[config.mk]
export PLATFORM = sky130hd
export DESIGN_NAME = phls_isqrt
export DESIGN_NICKNAME = d
export VERILOG_FILES = /design/src/rtl/phong_light_shading_top_defines.svh /design/src/rtl/phls_pkg.sv /design/src/rtl/phls_isqrt.sv
export SDC_FILE = /design/constraint.sdc
export NUM_CORES = 1
export LEC_CHECK = 0
export ABC_CLOCK_PERIOD_IN_PS = 4000
export BUFFER_PORTS_ARGS = -buffer_cell sky130_fd_sc_hd__buf_2
export CAP_MARGIN = 20
export CELL_PAD_IN_SITES_DETAIL_PLACEMENT = 0
export CELL_PAD_IN_SITES_GLOBAL_PLACEMENT = 1
export CORE_MARGIN = 2
export CORE_UTILIZATION = 53
export DETAILED_ROUTE_END_ITERATION = 8
export PLACE_DENSITY_LB_ADDON = 0.1
export SYNTH_ARGS = -nofsm -noshare
export SYNTH_HDL_FRONTEND = slang
export SYNTH_SLANG_ARGS = --single-unit
[constraint.sdc]
create_clock -name clk -period 4 [get_ports clk]
set_input_delay 0.8 -clock clk [delete_from_list [all_inputs] [get_ports clk]]
set_output_delay 0.8 -clock clk [all_outputs]
set_load 0.02 [all_outputs]
[src/rtl/phong_light_shading_top_defines.svh]
// Assertion macros for the phong light shading block
`ifndef PHONG_LIGHT_SHADING_TOP_DEFINES_SVH
`define PHONG_LIGHT_SHADING_TOP_DEFINES_SVH
`ifndef SYNTH
`define PHLS_ASSERT(lbl, prop, msg) \
  lbl: assert property (@(posedge clk) disable iff (!rst_n) prop) else $error(msg);
`define PHLS_ASSERT_ANY(lbl, prop, msg) \
  lbl: assert property (@(posedge clk) prop) else $error(msg);
`else
`define PHLS_ASSERT(lbl, prop, msg)
`define PHLS_ASSERT_ANY(lbl, prop, msg)
`endif
`endif

[src/rtl/phls_pkg.sv]
// Shared constants and types for the phong light shading block
`timescale 1ns / 1ps
package phls_pkg;
  localparam int LANES      = 3;
  localparam int KS_W       = 16;
  localparam int SHINE_W    = 8;
  localparam int POW_STAGES = 255;
  localparam int APB_AW     = 3;
  localparam int APB_DW     = 32;
  localparam logic [KS_W-1:0]    KS_RESET    = 16'd9830;
  localparam logic [SHINE_W-1:0] SHINE_RESET = 8'd250;

  typedef enum logic {
    REG_SPEC_GAIN = 1'b0,
    REG_SHININESS = 1'b1
  } reg_idx_t;
endpackage

[src/rtl/phls_isqrt.sv]
// Pipelined integer square root, one root bit per stage, with sideband
`timescale 1ns / 1ps
module phls_isqrt #(
  parameter int RW     = 16,
  parameter int SIDE_W = 1
) (
  input  logic              clk,
  input  logic              rst_n,
  input  logic              en,
  input  logic              in_vld,
  input  logic [2*RW-1:0]   in_x,
  input  logic [SIDE_W-1:0] in_side,
  output logic              out_vld,
  output logic [RW-1:0]     out_root,
  output logic [SIDE_W-1:0] out_side
);
  import phls_pkg::*;

  localparam int XW = 2*RW + 1;

  logic [XW-1:0]     rem_r  [RW];
  logic [XW-1:0]     root_r [RW];
  logic [SIDE_W-1:0] side_r [RW];
  logic [RW-1:0]     vld_r;

  for (genvar k = 0; k < RW; k++) begin : g_stg
    localparam logic [XW-1:0] BIT = XW'(1) << (2*(RW-1-k));
    logic [XW-1:0]     rem_i;
    logic [XW-1:0]     root_i;
    logic [XW-1:0]     trial;
    logic [SIDE_W-1:0] side_i;
    logic              vld_i;

    if (k == 0) begin : g_first
      assign rem_i  = {1'b0, in_x};
      assign root_i = '0;
      assign side_i = in_side;
      assign vld_i  = in_vld;
    end else begin : g_next
      assign rem_i  = rem_r[k-1];
      assign root_i = root_r[k-1];
      assign side_i = side_r[k-1];
      assign vld_i  = vld_r[k-1];
    end

    assign trial = root_i + BIT;

    always_ff @(posedge clk) begin
      if (en) begin
        if (rem_i >= trial) begin
          rem_r[k]  <= rem_i - trial;
          root_r[k] <= (root_i >> 1) + BIT;
        end else begin
          rem_r[k]  <= rem_i;
          root_r[k] <= root_i >> 1;
        end
        side_r[k] <= side_i;
      end
    end

    always_ff @(posedge clk) begin
      if (!rst_n) begin
        vld_r[k] <= 1'b0;
      end else if (en) begin
        vld_r[k] <= vld_i;
      end
    end
  end

  assign out_vld  = vld_r[RW-1];
  assign out_root = root_r[RW-1][RW-1:0];
  assign out_side = side_r[RW-1];
endmodule

After elaboration in Yosys (flattened, before gate mapping). Memory sizes are Yosys's and may differ from the RTL's. Index checks and enable logic that the tools add are counted.

Register bits after elaboration: 16. Memory bits (writable): 1072. Output and inout bits: 18. Word-level logic and storage cells: 243. Memories kept: 3.

Memory list: rem_r (depth 16, bits a word 33, read ports 15, clocked after memory_dff 0, write ports 16, line phls_isqrt.sv:21) `logic [XW-1:0] rem_r [RW];`; root_r (depth 16, bits a word 33, read ports 16, clocked after memory_dff 0, write ports 16, line phls_isqrt.sv:22) `logic [XW-1:0] root_r [RW];`; side_r (depth 16, bits a word 1, read ports 16, clocked after memory_dff 0, write ports 16, line phls_isqrt.sv:23) `logic [SIDE_W-1:0] side_r [RW];`.

Add/sub/neg operators: 46. $lt $le $gt $ge: 16. Multiplexer cells: 130. Bitwise gates (word level): 32.

Operators by type and width (count): 33-bit 2-to-1 mux (32); 33-bit greater-or-equal comparator (15); 33-bit subtractor (15); 1-bit 2-to-1 mux (98); 32-bit by 1-bit adder with 33-bit output (second input constant) (1); 32-bit by 11-bit adder with 33-bit output (second input constant) (1); 32-bit by 13-bit adder with 33-bit output (second input constant) (1); 32-bit by 15-bit adder with 33-bit output (second input constant) (1); 32-bit by 17-bit adder with 33-bit output (second input constant) (1); 32-bit by 19-bit adder with 33-bit output (second input constant) (1); 32-bit by 21-bit adder with 33-bit output (second input constant) (1); 32-bit by 23-bit adder with 33-bit output (second input constant) (1); 32-bit by 25-bit adder with 33-bit output (second input constant) (1); 32-bit by 27-bit adder with 33-bit output (second input constant) (1); 32-bit by 29-bit adder with 33-bit output (second input constant) (1); 32-bit by 3-bit adder with 33-bit output (second input constant) (1); 32-bit by 5-bit adder with 33-bit output (second input constant) (1); 32-bit by 7-bit adder with 33-bit output (second input constant) (1); 32-bit by 9-bit adder with 33-bit output (second input constant) (1); 33-bit by 1-bit adder with 33-bit output (second input constant) (1); 33-bit by 11-bit adder with 33-bit output (second input constant) (1); 33-bit by 13-bit adder with 33-bit output (second input constant) (1); 33-bit by 15-bit adder with 33-bit output (second input constant) (1); 33-bit by 17-bit adder with 33-bit output (second input constant) (1); other kinds (13) (44).

Logic depth before layout (Yosys ltp). An unclocked memory read counts as a cell.

Word-level depth: 7. Gate-level depth with buffers: 11.

Worst setup path after synthesis. Ideal clock, no wire load.

Path kind: input -> register. Start: input en. End: memory rem_r[1][33] (netlist bit), enable pin. Library setup time: 415 ps. Data arrival time: 2800 ps. Required time: 3585 ps. Path slack: 784 ps. Stages: 4. Path buffers: 4. Path through: clkbuf_1 clkbuf_1 clkbuf_1 clkbuf_1.

RTL lines: start, declared (line phls_isqrt.sv:9) `input logic en,`; end, declared (line phls_isqrt.sv:21).

==> flow_metrics.py <==
metrics = {
    "logic_synthesis": {
        "syn_nets": 2599,
        "netlist_top_cells_count": "edfxtp_1, inv_1, ha_1",
        "synth_cell_types": 89,
        "synth_edf_count": 647,
        "yosys_warnings": 0,
        "yosys.area.top_type": "edfxtp_1",
        "netlist.area_leader.share_pct": 62.11,
        "synthFlopType": "edfxtp_1",
        "synth_top_cells_by_area": "edfxtp_1, ha_1, xnor2_1",
        "netlist_area_um2": 31280,
        "ys_seq_area_share_pct": 63.13,
        "syn-mean-instance-area_um2": 12.97,
        "async_reset_ff_share_pct": 0,
        "synth_most_common_cell": "edfxtp_1",
        "syn_inst": 2412,
        "synth_seq_cells": 663,
    },
    "critical_path": {
        "crit_chain": "ha_1, a2111oi_1, o2111ai_1, a311oi_2, and3_1, buf_4, o21ai_1",
        "path_buf_inv": 1,
        "worstPathArrival_ns": 3.64,
        "cp_slowest_stage_delay_ns": 0.77,
        "end_kind": "flop",
        "crit_family": "compound AO/OA/AOI/OAI gates",
        "path_max_fanout": 19,
        "crit_required_ns": 4.32,
        "r2r_setup_slack_ns": 0.68,
        "criticalPathCategory": "flop to flop",
        "crit_path_start_kind": "flop",
        "cp_slowest_cell": "a2111oi_1",
    },
    "clock_network": {
        "cts_resized": 0,
        "cts-root-buf": "clkbuf_16",
        "clock_latency_ns": 0.61,
        "h-tree-depth": 3,
        "cts_sinks": 663,
        "clockBufferDepth": 3,
        "cts_buffers": 70,
        "clkSlewWorstSetupHoldPaths_ns": 0.06,
        "cts_tree": "done",
        "holdBufCountCts": 0,
        "post_cts_buffers": 0,
    },
    "grt": {
        "grt_pass1_vias": 18400,
        "grt_max_degree": 139,
        "antenna_found_initial": 0,
        "grt_usage_pct": 21.52,
        "grt_pass1_wl_um": 101300,
        "gr-total-overflow": 0,
    },
    "place": {
        "io_buffers": 54,
        "dp_hpwl_um": 47950,
        "place_congestion": 0.9173,
        "dp.cells": 3203,
    },
    "cells_and_area": {
        "multi_input_area_um2": 10570,
        "final_util_pct": 59.17,
        "finalNonFillerCells": 3327,
        "fill_cells": 4648,
        "register_area_um2": 19750,
        "area_growth_pct": 11.00,
        "layout.nets": 2690,
        "drive_above_1_share_pct": 8.105,
        "n_antenna_cell": 0,
    },
    "detailed_routing": {
        "drc": 0,
        "wl_per_cell_um": 19.65,
        "ant_nets": 0,
        "vias": 18860,
        "drt-initial-drc-count": 1218,
        "dr.pass1.iters": 5,
        "viasPerCell": 5.669,
        "postRouteWirelength_um": 65370,
    },
    "power_and_ir_drop": {
        "peakVddDrop_mv": 0.4198,
        "powerDensity_nw_per_um2": 515.7,
        "finalPower_mw": 17.91,
        "leakage_nw": 13.12,
    },
    "timing": {
        "finalHoldViolCount": 0,
        "fin_crit_ns": 3.317,
        "finalCritPeriodShare_pct": 82.93,
        "skew_ns": 0.02091,
        "max_freq_mhz": 301.5,
        "worstMarginPinSlew_ns": 0.9953,
        "tns_ns": 0,
        "setup_viol": 0,
        "slew_violations": 0,
        "slew_headroom_pct": 33.65,
        "rsz0062_at_grt": "no",
    },
    "run": {
        "max_cap_violations": 0,
    },
    "floorplan": {
        "start_util_pct": 53.31,
        "fp-row-count": 89,
        "die-area_um2": 60980,
        "die_h_um": 246.9,
        "io_pins": 55,
        "die_width_um": 246.9,
        "core_area_um2": 58690,
    },
    "worst_hold_path": {
        "hold_path.class": "primary input to flop",
    },
    "status": {
        "status": "completed",
    },
}
## worst register-to-register path: stages, from the launching register on
cell,delay (ns)
edfxtp_1,0.43
ha_1,0.42
a2111oi_1,0.77
o2111ai_1,0.26
a311oi_2,0.39
and3_1,0.34
buf_4,0.29
o21ai_1,0.15
## power by group
group,leakage (nW),internal (mW),switching [mW]
clock network,1.08,3.69,2.65
registers,6.32,8.54,0.549
logic,5.72,1.04,1.45
## path summary, 6_finish.rpt
kind,from,to,cells past startpoint
worst max-delay path,rem_r[1][86],rem_r[1][117],7
worst min-delay path,in_x[18],rem_r[0][18],1
worst max register to register,rem_r[1][86],rem_r[1][117],7
worst min register to register,side_r[0][0],side_r[0][1],0
## cell usage in the layout, fill, tap and decap left out, types with 59 or more instances in the layout
master,synthesis,layout
ha_1,150,150
inv_1,189,189
nor2_1,138,138
nor4_1,75,75
xor2_1,101,101
edfxtp_1,647,647
o21ai_0,112,112
nor3_1,59,59
a21oi_1,101,101
nand2_1,145,145
clkbuf_16,0,70
xnor2_1,109,109
## metrics by stage
step | setup WS (ns) | instance area, µm² | hold WS [ns]
floorplan | 0.7845 | 31280 | 0.4003
global placement | 0.6879 | 32480 | 0.4035
detailed placement | 0.6450 | 32480 | 0.4054
CTS | 0.6891 | 34720 | 0.3382
global route | 0.4777 | 34720 | 0.3589
finish | 0.6829 | 34720 | 0.3750
## sequential cells by signal (all words and copies together), names as in the netlist
signal,cells
out_vld,1
rem_r,495
root_r,136
side_r,16
g_stg.vld_i,15
## final cells by class
class / instances / area share, %
Multi-Input combinational cell: 1502 / 30.45
Inverter: 189 / 2.043
Clock buffer: 83 / 5.185
Clock inverter: 40 / 1.247
Sequential cell: 663 / 56.88
Timing Repair Buffer: 77 / 1.413
Tap cell: 773 / 2.785
## logic make-up (layout without fill, tap and decap cells)
group	Yosys count	after routing	share of synthesized area [%]
XOR/XNOR	210	210	5.880
multiplexers	33	33	1.100
flip-flops	663	663	63.13
adder cells (fa/ha/maj)	150	150	6.000
AND/OR/NAND/NOR	687	687	11.92
AO/OA/AOI/OAI	422	422	8.899
buffers and inverters	247	389	3.068
## layer usage
metal  track usage [%]  part of all wire [%]
met1             28.28                    44
met2             37.18                    50
met3             3.093                   3.9
met4             6.201                   2.0
met5                 0                     0
Power figures use the tool's default switching activity.
